### src/sv/rgb_clear_normalize_gamma_defines.svh
// Assertion macros for the color normalization block.
// Included by the top level; the SYNTH build gets empty bodies.
`ifndef RGB_CLEAR_NORMALIZE_GAMMA_DEFINES_SVH
`define RGB_CLEAR_NORMALIZE_GAMMA_DEFINES_SVH
`ifndef SYNTH
// Same-cycle implication, sampled on clk, off during reset
`define RCNG_ASSERT_IMP(label, ante, cons) \
    label: assert property (@(posedge clk) disable iff (!rst_n) (ante) |-> (cons)) \
        else $error("implication check failed");
// Next-cycle implication, sampled on clk, off during reset
`define RCNG_ASSERT_NXT(label, ante, cons) \
    label: assert property (@(posedge clk) disable iff (!rst_n) (ante) |=> (cons)) \
        else $error("next-cycle check failed");
`else
`define RCNG_ASSERT_IMP(label, ante, cons)
`define RCNG_ASSERT_NXT(label, ante, cons)
`endif
`endif

### src/sv/rcng_pkg.sv
// Shared types, constants and the gamma table for the color normalization block.
// No dependencies; every other file but the defines header refers to it by scoped names.
`default_nettype none
package rcng_pkg;

    localparam int COUNT_W             = 16;
    localparam int LEVEL_W             = 8;
    localparam int NUM_CHAN            = 3;
    localparam int DIV_STEPS_PER_STAGE = 2;
    localparam int DIV_STAGES          = LEVEL_W / DIV_STEPS_PER_STAGE;
    localparam int CFG_ADDR_W          = 3;

    localparam int CH_RED   = 0;
    localparam int CH_GREEN = 1;
    localparam int CH_BLUE  = 2;

    localparam logic [63:0]        CUBE_255           = 64'd16581375;
    localparam logic [LEVEL_W-1:0] GREEN_OFFSET_RESET = 8'd6;
    localparam logic               REG_GREEN_OFFSET   = 1'b0;

    typedef struct packed {
        logic [COUNT_W-1:0] red_count;
        logic [COUNT_W-1:0] green_count;
        logic [COUNT_W-1:0] blue_count;
        logic [COUNT_W-1:0] clear_count;
    } reading_t;

    typedef struct packed {
        logic [LEVEL_W-1:0] red_level;
        logic [LEVEL_W-1:0] green_level;
        logic [LEVEL_W-1:0] blue_level;
        logic               dark_flag;
    } result_t;

    // One channel of the restoring divider: partial remainder, numerator
    // bits not yet shifted in, quotient so far, and the saturation mark
    typedef struct packed {
        logic [COUNT_W-1:0] rem;
        logic [LEVEL_W-1:0] low;
        logic [LEVEL_W-1:0] quo;
        logic               sat;
    } div_chan_t;

    typedef struct packed {
        div_chan_t [NUM_CHAN-1:0] chan;
        logic [COUNT_W-1:0]       clear;
        logic                     dark;
    } div_item_t;

    typedef logic [255:0][LEVEL_W-1:0] gamma_table_t;

    // Entry i is the largest k with k*k*255^3 <= i^5, found bit by bit
    function automatic gamma_table_t build_gamma();
        gamma_table_t       tbl;
        logic [63:0]        p5;
        logic [63:0]        t64;
        logic [LEVEL_W-1:0] k;
        logic [LEVEL_W-1:0] t;
        for (int i = 0; i < 256; i++)
        begin
            p5 = 64'(i) * 64'(i) * 64'(i) * 64'(i) * 64'(i);
            k  = '0;
            for (int b = LEVEL_W - 1; b >= 0; b--)
            begin
                t   = k | (LEVEL_W'(1) << b);
                t64 = 64'(t);
                if (t64 * t64 * CUBE_255 <= p5)
                    k = t;
            end
            tbl[i] = k;
        end
        return tbl;
    endfunction

    localparam gamma_table_t GAMMA_ROM = build_gamma();

endpackage
`default_nettype wire

### src/sv/rcng_prep.sv
// Entry stage: scales each color by 255 and seeds the divider.
// Depends on rcng_pkg.
`default_nettype none
module rcng_prep (
    input  wire logic                clk,
    input  wire logic                rst_n,
    input  wire logic                up_valid,
    output logic                     up_ready,
    input  wire rcng_pkg::reading_t  up_item,
    output logic                     down_valid,
    input  wire logic                down_ready,
    output rcng_pkg::div_item_t      down_item
);

    logic                           valid_reg;
    rcng_pkg::div_item_t            item_reg;
    rcng_pkg::div_item_t            item_next;
    logic [rcng_pkg::COUNT_W-1:0]   colour [rcng_pkg::NUM_CHAN];
    logic [rcng_pkg::COUNT_W+7:0]   scaled [rcng_pkg::NUM_CHAN];

    assign colour[rcng_pkg::CH_RED]   = up_item.red_count;
    assign colour[rcng_pkg::CH_GREEN] = up_item.green_count;
    assign colour[rcng_pkg::CH_BLUE]  = up_item.blue_count;

    // Form colour*255 and split it into the first partial remainder and
    // the low bits still to shift in; a colour at or above clear saturates
    always_comb
    begin
        item_next.clear = up_item.clear_count;
        item_next.dark  = (up_item.clear_count == '0);
        for (int c = 0; c < rcng_pkg::NUM_CHAN; c++)
        begin
            scaled[c] = {colour[c], 8'b0} - {8'b0, colour[c]};
            item_next.chan[c].rem = scaled[c][rcng_pkg::COUNT_W+7:8];
            item_next.chan[c].low = scaled[c][7:0];
            item_next.chan[c].quo = '0;
            item_next.chan[c].sat = (colour[c] >= up_item.clear_count);
        end
    end

    assign up_ready = !valid_reg || down_ready;

    // Hold while the next stage stalls, advance otherwise
    always_ff @(posedge clk or negedge rst_n)
    begin
        if (!rst_n)
            valid_reg <= 1'b0;
        else if (up_ready)
            valid_reg <= up_valid;
    end

    always_ff @(posedge clk)
    begin
        if (up_ready && up_valid)
            item_reg <= item_next;
    end

    assign down_valid = valid_reg;
    assign down_item  = item_reg;

endmodule
`default_nettype wire

### src/sv/rcng_div_stage.sv
// One stage of the pipelined restoring divider: two quotient bits per
// channel per stage. Depends on rcng_pkg.
`default_nettype none
module rcng_div_stage (
    input  wire logic                 clk,
    input  wire logic                 rst_n,
    input  wire logic                 up_valid,
    output logic                      up_ready,
    input  wire rcng_pkg::div_item_t  up_item,
    output logic                      down_valid,
    input  wire logic                 down_ready,
    output rcng_pkg::div_item_t       down_item
);

    logic                          valid_reg;
    rcng_pkg::div_item_t           item_reg;
    rcng_pkg::div_item_t           item_next;
    logic [rcng_pkg::COUNT_W-1:0]  rem;
    logic [rcng_pkg::COUNT_W:0]    trial;
    logic [rcng_pkg::LEVEL_W-1:0]  low;
    logic [rcng_pkg::LEVEL_W-1:0]  quo;

    // For each step, shift in the next numerator bit and subtract the divisor if it fits
    always_comb
    begin
        item_next = up_item;
        rem       = '0;
        trial     = '0;
        low       = '0;
        quo       = '0;
        for (int c = 0; c < rcng_pkg::NUM_CHAN; c++)
        begin
            rem = up_item.chan[c].rem;
            low = up_item.chan[c].low;
            quo = up_item.chan[c].quo;
            for (int s = 0; s < rcng_pkg::DIV_STEPS_PER_STAGE; s++)
            begin
                trial = {rem, low[rcng_pkg::LEVEL_W-1]};
                low   = {low[rcng_pkg::LEVEL_W-2:0], 1'b0};
                if (trial >= {1'b0, up_item.clear})
                begin
                    trial = trial - {1'b0, up_item.clear};
                    quo   = {quo[rcng_pkg::LEVEL_W-2:0], 1'b1};
                end
                else
                begin
                    quo   = {quo[rcng_pkg::LEVEL_W-2:0], 1'b0};
                end
                rem = trial[rcng_pkg::COUNT_W-1:0];
            end
            item_next.chan[c].rem = rem;
            item_next.chan[c].low = low;
            item_next.chan[c].quo = quo;
        end
    end

    assign up_ready = !valid_reg || down_ready;

    // Hold while the next stage stalls, advance otherwise
    always_ff @(posedge clk or negedge rst_n)
    begin
        if (!rst_n)
            valid_reg <= 1'b0;
        else if (up_ready)
            valid_reg <= up_valid;
    end

    always_ff @(posedge clk)
    begin
        if (up_ready && up_valid)
            item_reg <= item_next;
    end

    assign down_valid = valid_reg;
    assign down_item  = item_reg;

endmodule
`default_nettype wire

### src/sv/rcng_level.sv
// Output stage: saturates the ratio, reads the gamma table, applies the
// green offset and holds the result item. Depends on rcng_pkg.
`default_nettype none
module rcng_level (
    input  wire logic                          clk,
    input  wire logic                          rst_n,
    input  wire logic                          up_valid,
    output logic                               up_ready,
    input  wire rcng_pkg::div_item_t           up_item,
    input  wire logic [rcng_pkg::LEVEL_W-1:0]  green_offset,
    output logic                               result_valid,
    input  wire logic                          result_ready,
    output rcng_pkg::result_t                  result
);

    logic                          valid_reg;
    rcng_pkg::result_t             result_reg;
    rcng_pkg::result_t             result_next;
    logic [rcng_pkg::LEVEL_W-1:0]  ratio [rcng_pkg::NUM_CHAN];
    logic [rcng_pkg::LEVEL_W-1:0]  level [rcng_pkg::NUM_CHAN];

    // Dark forces ratio 0, saturation forces full scale
    always_comb
    begin
        for (int c = 0; c < rcng_pkg::NUM_CHAN; c++)
        begin
            priority if (up_item.dark)
                ratio[c] = '0;
            else if (up_item.chan[c].sat)
                ratio[c] = '1;
            else
                ratio[c] = up_item.chan[c].quo;
            level[c] = rcng_pkg::GAMMA_ROM[ratio[c]];
        end
    end

    // Subtract the green offset, clamp at zero
    always_comb
    begin
        result_next.red_level  = level[rcng_pkg::CH_RED];
        result_next.blue_level = level[rcng_pkg::CH_BLUE];
        result_next.dark_flag  = up_item.dark;
        if (level[rcng_pkg::CH_GREEN] > green_offset)
            result_next.green_level = level[rcng_pkg::CH_GREEN] - green_offset;
        else
            result_next.green_level = '0;
    end

    assign up_ready = !valid_reg || result_ready;

    // Hold the result item until taken
    always_ff @(posedge clk or negedge rst_n)
    begin
        if (!rst_n)
            valid_reg <= 1'b0;
        else if (up_ready)
            valid_reg <= up_valid;
    end

    always_ff @(posedge clk)
    begin
        if (up_ready && up_valid)
            result_reg <= result_next;
    end

    assign result_valid = valid_reg;
    assign result       = result_reg;

endmodule
`default_nettype wire

### src/sv/rgb_clear_normalize_gamma.sv
// Pipeline: an accepted reading passes the entry stage, four divider stages at two
// quotient bits each, and the gamma and offset stage before its result item appears.
// Throughput: one item per cycle while results are taken; each stage holds its item
// under backpressure and fills bubbles, so a stall loses and repeats nothing.
// Reset (rst_n, async, active low): all stages empty, green_offset = 6.
// Depends on rcng_pkg, rcng_prep, rcng_div_stage, rcng_level and the defines header.
`default_nettype none
`include "rgb_clear_normalize_gamma_defines.svh"
module rgb_clear_normalize_gamma (
    input  wire logic                             clk,
    input  wire logic                             rst_n,
    input  wire logic                             reading_valid,
    output logic                                  reading_ready,
    input  wire rcng_pkg::reading_t               reading,
    output logic                                  result_valid,
    input  wire logic                             result_ready,
    output rcng_pkg::result_t                     result,
    input  wire logic                             psel,
    input  wire logic                             penable,
    input  wire logic                             pwrite,
    input  wire logic [rcng_pkg::CFG_ADDR_W-1:0]  paddr,
    input  wire logic [31:0]                      pwdata,
    output logic [31:0]                           prdata,
    output logic                                  pready
);

    logic [rcng_pkg::LEVEL_W-1:0]  green_offset_reg;
    logic                          cfg_write;
    logic                          stage_valid [rcng_pkg::DIV_STAGES+1];
    logic                          stage_ready [rcng_pkg::DIV_STAGES+1];
    rcng_pkg::div_item_t           stage_item  [rcng_pkg::DIV_STAGES+1];

    // Configuration register
    assign pready    = 1'b1;
    assign cfg_write = psel && penable && pwrite && pready
                       && (paddr[2] == rcng_pkg::REG_GREEN_OFFSET);

    always_ff @(posedge clk or negedge rst_n)
    begin
        if (!rst_n)
            green_offset_reg <= rcng_pkg::GREEN_OFFSET_RESET;
        else if (cfg_write)
            green_offset_reg <= pwdata[rcng_pkg::LEVEL_W-1:0];
    end

    always_comb
    begin
        if (paddr[2] == rcng_pkg::REG_GREEN_OFFSET)
            prdata = 32'(green_offset_reg);
        else
            prdata = '0;
    end

    // Entry stage
    rcng_prep u_prep (
        .clk        (clk),
        .rst_n      (rst_n),
        .up_valid   (reading_valid),
        .up_ready   (reading_ready),
        .up_item    (reading),
        .down_valid (stage_valid[0]),
        .down_ready (stage_ready[0]),
        .down_item  (stage_item[0])
    );

    // Divider stages
    for (genvar g = 0; g < rcng_pkg::DIV_STAGES; g++)
    begin : g_div
        rcng_div_stage u_div (
            .clk        (clk),
            .rst_n      (rst_n),
            .up_valid   (stage_valid[g]),
            .up_ready   (stage_ready[g]),
            .up_item    (stage_item[g]),
            .down_valid (stage_valid[g+1]),
            .down_ready (stage_ready[g+1]),
            .down_item  (stage_item[g+1])
        );
    end

    // Gamma lookup, offset and output register
    rcng_level u_level (
        .clk          (clk),
        .rst_n        (rst_n),
        .up_valid     (stage_valid[rcng_pkg::DIV_STAGES]),
        .up_ready     (stage_ready[rcng_pkg::DIV_STAGES]),
        .up_item      (stage_item[rcng_pkg::DIV_STAGES]),
        .green_offset (green_offset_reg),
        .result_valid (result_valid),
        .result_ready (result_ready),
        .result       (result)
    );

    // A dark item carries all levels at zero
    `RCNG_ASSERT_IMP(a_dark_levels_zero, result_valid && result.dark_flag, (result.red_level == '0) && (result.green_level == '0) && (result.blue_level == '0))
    // Backpressure at the input only arises from a stalled full pipeline
    `RCNG_ASSERT_IMP(a_stall_from_output, !reading_ready, result_valid && !result_ready)
    // A register write lands in the offset register
    `RCNG_ASSERT_NXT(a_offset_written, cfg_write, green_offset_reg == $past(pwdata[7:0]))

endmodule
`default_nettype wire

### config.mk
export PLATFORM = sky130hd
export DESIGN_NAME = rgb_clear_normalize_gamma
export DESIGN_NICKNAME = d
export VERILOG_FILES = /design/src/sv/rcng_pkg.sv /design/src/sv/rcng_prep.sv /design/src/sv/rcng_div_stage.sv /design/src/sv/rcng_level.sv /design/src/sv/rgb_clear_normalize_gamma.sv
export VERILOG_INCLUDE_DIRS = /design/src /design/src/sv
export SDC_FILE = /design/constraint.sdc
export NUM_CORES = 2
export LEC_CHECK = 0
export ABC_AREA = 1
export BUFFER_PORTS_ARGS = -buffer_cell sky130_fd_sc_hd__buf_2
export CORE_UTILIZATION = 59
export DETAILED_ROUTE_END_ITERATION = 6
export PLACE_DENSITY = 0.79
export SYNTH_ARGS = -nofsm -noshare
export SYNTH_HDL_FRONTEND = slang
export SYNTH_HIERARCHICAL = 1
export SYNTH_SLANG_ARGS = --single-unit
### constraint.sdc
create_clock -name clk -period 6.8 [get_ports clk]
set_clock_uncertainty 0.05 [all_clocks]
set_input_delay 0.34 -clock clk [delete_from_list [all_inputs] [get_ports clk]]
set_output_delay 0.34 -clock clk [all_outputs]
set_load 0.005 [all_outputs]
* Word level (Yosys, flattened, before mapping)
Memories as Yosys holds them, arrays and structs flattened. A register that Yosys moved wholly into a read port is not among the register bits. Index checks and enable logic that the tools add are counted. Widths: inputs -> output; s select.
Storage, ports and cells: register bits after elaboration 419, bits in read-only memories 6144, input port bits 106, output and inout port bits 60, memories 3
Memory list:
- (name not given) | words 256, bits a word 8, read ports 1, clocked after memory_dff 1, wr ports 0, line rcng_level.sv:33 | level[c] = rcng_pkg::GAMMA_ROM[ratio[c]];
- (name not given) | words 256, bits a word 8, read ports 1, clocked after memory_dff 1, wr ports 0, line rcng_level.sv:33
- (name not given) | words 256, bits a word 8, read ports 1, clocked after memory_dff 0, wr ports 0, line rcng_level.sv:33
Operators by class: $add $sub $neg 25, $lt $le $gt $ge 29, multiplexer cells 53, bitwise logic cells 1, reductions and logical operators 22
Operators by type and width (number):
- $ge 17x16->1 | 24
- $mux 16 | 21
- $sub 16x16->16 | 21
- $sub 24x16->24 | 3
- $mux 8 | 8
- $ge 16x16->1 | 3
- $mux 1 | 24
- $logic_not 16->1 | 1
- $logic_and 1x1->1 | 9
- $lt 8x9->1 const B | 1
- $gt 8x8->1 | 1
- $sub 8x8->8 | 1
- $logic_not 1->1 | 6
- $logic_or 1x1->1 | 6
- $not 1->1 | 1

* Longest topological paths before layout
depth after elaboration 8, mapped depth 28

* Cells and area by module
The synthesis kept the hierarchy.
By module, submodules not included:
- rcng_div_stage at g_div[0].u_div ... | instances 3, cells an instance 1377, area an instance 10252.3 um^2, sequential area each 3328.2 um^2
- rcng_div_stage at g_div[1].u_div | instances 1, cells an instance 1428, area an instance 10212.3 um^2, sequential area each 3328.2 um^2
- rcng_prep | instances 1, cells an instance 989, area an instance 7467.2 um^2, sequential area each 2787.7 um^2
- rcng_level | instances 1, cells an instance 1138, area an instance 6306.0 um^2, sequential area each 775.7 um^2
- rgb_clear_normalize_gamma | instances 1, cells an instance 81, area an instance 611.8 um^2, sequential area each 202.7 um^2

* Worst setup path before layout
OpenSTA, ideal clock, no wires.
path type register -> register, start point register u_level.valid_reg (netlist: u_level/result_valid), end point register g_div[0].u_div.item_reg (netlist bit g_div[0].u_div/down_item[0]) (enable), data arrival time 6.127 ns, path slack 0.009 ns, cell stages (with the launch flop) 10, buffers on the path 0, period minus slack after synthesis 6.791 ns, path through dfrtp_1 -> nand2_1 -> inv_1 -> nand2_1 -> inv_1 -> nand2_1 -> inv_1 -> nand2_1 -> inv_1 -> a21oi_1
RTL lines:
- start: declaration | line rcng_level.sv:16 | logic valid_reg;
- start signal: assignment | line rcng_level.sv:57 | valid_reg <= up_valid;
- end signal: assignment | line rcng_div_stage.sv:71 | item_reg <= item_next;
- end: declaration | line rcng_div_stage.sv:16 | rcng_pkg::div_item_t item_reg;

==> qor_table.md <==
| Metric | This run | Unit |
|:---|:---|:---|
| Static leakage | 0.02727 | uW |
| Startpoint types | flop | - |
| Area of the core | 82240 | um^2 |
| Number of remaining DRC errors | 0 | - |
| Count of nets left with antenna violations after detail routing | 0 | - |
| Cts bufs inserted | 50 | - |
| Die height | 290.6 | um |
| Via count of the first global-routing pass | 43670 | - |
| Setup repair after global routing missed its margin | no | - |
| Number of flip-flops under the largest register name | 304 | - |
| Headroom to the max-slew limit | 27.97 | % |
| Data required time at the worst endpoint | 7.09 | ns |
| Number of max-slew violations in the final report | 0 | - |
| Period minus WS final | 5.379 | ns |
| Maximum number of pins on one net before global-route repair | 83 | - |
| CTS resizes | 0 | - |
| Number of standard cells in the final layout excluding fillers | 8482 | - |
| Aggregate routed wire length | 145.5 | mm |
| Post-synth design cell area | 49160 | um^2 |
| Clock insertion delay at the later pin of the skew report | 0.61 | ns |
| Layout cell share with drive strength beyond 1 | 8.582 | % |
| Sum of internal, switching and leakage power | 27190 | uW |
| Maximum clock frequency | 0.1859 | GHz |
| Initial Util | 59.77 | % |
| Critical path class | flop to flop | - |
| Final worst setup slack | 1.421 | ns |
| Total vias in the final route | 47430 | - |
| Most common cell after layout, fill and taps aside | nand2_1 | - |
| Final Hold Vio Count | 0 | - |
| Die width | 290.6 | um |
| Arrival @ worst endpoint | 5.67 | ns |
| Net count of the finished layout | 8011 | - |
| Setup slack after placement | 1.542 | ns |
| Quantity of I/O buffers inserted on ports | 114 | - |
| Kind of capture point of the worst setup path | flop | - |
| Total Negative Setup Slacks | 0 | ns |
| Maximum fanout count along the critical path | 19 | - |
| Total instance count after detailed placement | 8360 | - |
| Drt initial violations | 4486 | - |
| Clock Pin Slew Worst Setup and Hold Paths | 0.06 | ns |
| Number of violations of the max-capacitance limit | 0 | - |
| Leading cell types in the layout, fill and taps excluded | 2753 x nand2_1, 870 x inv_1, 585 x nand3_1, 512 x ha_1, 481 x nor2_1 | - |
| Least-Margin Pin Slew | 1.078 | ns |
| Length of the first detailed-routing pass in iterations | 7 | - |
| Final period utilization | 79.10 | % |
| Routed length per placed instance | 17.16 | um |
| Placement row count | 105 | - |
| Maximum resistive drop on vdd | 0.2508 | mV |
| Layout overhead on the synthesized area | 6.562 | % |
| Full die area | 84470 | um^2 |
| TritonCTS clock tree | done | - |
| Outcome | completed | - |
| Number of endpoints failing setup at the final stage | 0 | - |
| Sink count of the clock tree | 435 | - |
| Clk root buf | clkbuf_16 | - |
| Mean Syn Cell Area | 6.763 | um^2 |
| First-pass GRT wire length | 228.4 | mm |
| Final Core Density | 63.69 | % |
| Class of the worst hold path | input pin to flop | - |
| CTS Buffer Depth | 3 | - |
| Number of antenna violations at the first check in global routing | 2 | - |
| Overall Global Routing Usage | 33.64 | % |
| Number of warnings printed during yosys synthesis | 6 | - |
| Weighted congestion reported at the end of routability-driven placement | 0.9745 | - |
| Top-level port count | 166 | - |
| Leftover overflow at the end of global routing | 0 | - |
| Cell area power density | 519.1 | nW/um^2 |
| Placed wire-length estimate | 115.2 | mm |
| Average via count per standard cell | 5.591 | - |
| Gate Count Post-Synth | 7268 | - |
| Htree depth | 2 | - |
-- cell type report --
| class | count | area, um^2 |
|---|---|---|
| Clock inverter | 31 | 392.9 |
| Clock buffer | 61 | 1354 |
| Multi-Input combinational cell | 5798 | 31840 |
| Fill cell | 7663 | 29860 |
| Sequential cell | 435 | 13000 |
| Tap cell | 1070 | 1339 |
| Antenna cell | 1 | 2.502 |
| Timing Repair Buffer | 156 | 958.4 |
| Inverter | 930 | 3498 |
-- worst paths after layout --
| check | startpoint | end | slack [ns] | cells after the start |
|---|---|---|---|---|
| min in group asynchronous | rst_n | green_offset_reg[7] | 0.13 | 2 |
| worst min register to register | u_prep/down_item[59] | g_div[0].u_div/down_item[61] | 0.37 | 0 |
| worst max register to register | g_div[0].u_div/down_item[13] | g_div[1].u_div/down_item[36] | 1.42 | 26 |
| worst min-delay path | reading[0] | u_prep/down_item[1] | 0.04 | 1 |
| worst max-delay path | g_div[0].u_div/down_item[13] | g_div[1].u_div/down_item[36] | 1.42 | 26 |
| max in group asynchronous | rst_n | green_offset_reg[2] | 6.25 | 2 |
-- power by group --
| part | leakage (uW) | internal [uW] | switching (uW) |
|---|---|---|---|
| logic | 0.0222 | 6690 | 12500 |
| registers | 0.00425 | 4480 | 619 |
| clock network | 0.000849 | 1730 | 1140 |
-- worst max-delay path: stages, from the launching register on --
cell,delay (ns)
edfxtp_1,0.42
inv_1,0.51
ha_1,0.42
nand2_1,0.14
inv_1,0.05
nand2_1,0.06
nand3_1,0.09
nand2_1,0.07
nand2_1,0.04
nor2_1,0.19
nand2_2,0.30
inv_2,0.35
nand2_1,0.09
nand2_1,0.15
ha_1,0.31
nand2_1,0.09
nand2_1,0.07
nand2_1,0.06
nand2_1,0.06
a21oi_1,0.15
nand2_1,0.11
nand2_1,0.08
nand2_1,0.07
nand2_1,0.48
nand3_2,0.45
nand2_1,0.18
nand2_1,0.06
-- through the flow --
step | hold slack, ns | instance area (um^2)
2_1_floorplan | -0.005591 | 49240
3_3_place_gp | 0.2025 | 50340
3_5_place_dp | 0.2185 | 50340
4_1_cts | 0.008637 | 52380
5_1_grt | 0.03059 | 52380
6_report | 0.03575 | 52380
-- metal layers --
metal	share of wire (%)	track usage [%]	vias up
li1	-	-	23840
met1	42	44.36	21360
met2	45	54.73	1881
met3	7.5	3.854	338
met4	5.4	16.67	2
met5	0.011	0	-
-- timing repair --
action / 4_1_cts / 5_1_grt
hold endpoints to repair: 42 / 0
setup buffers: 0 / 0
hold buffers: 29 / 0
Note: power is estimated with default switching activity, not from simulation.
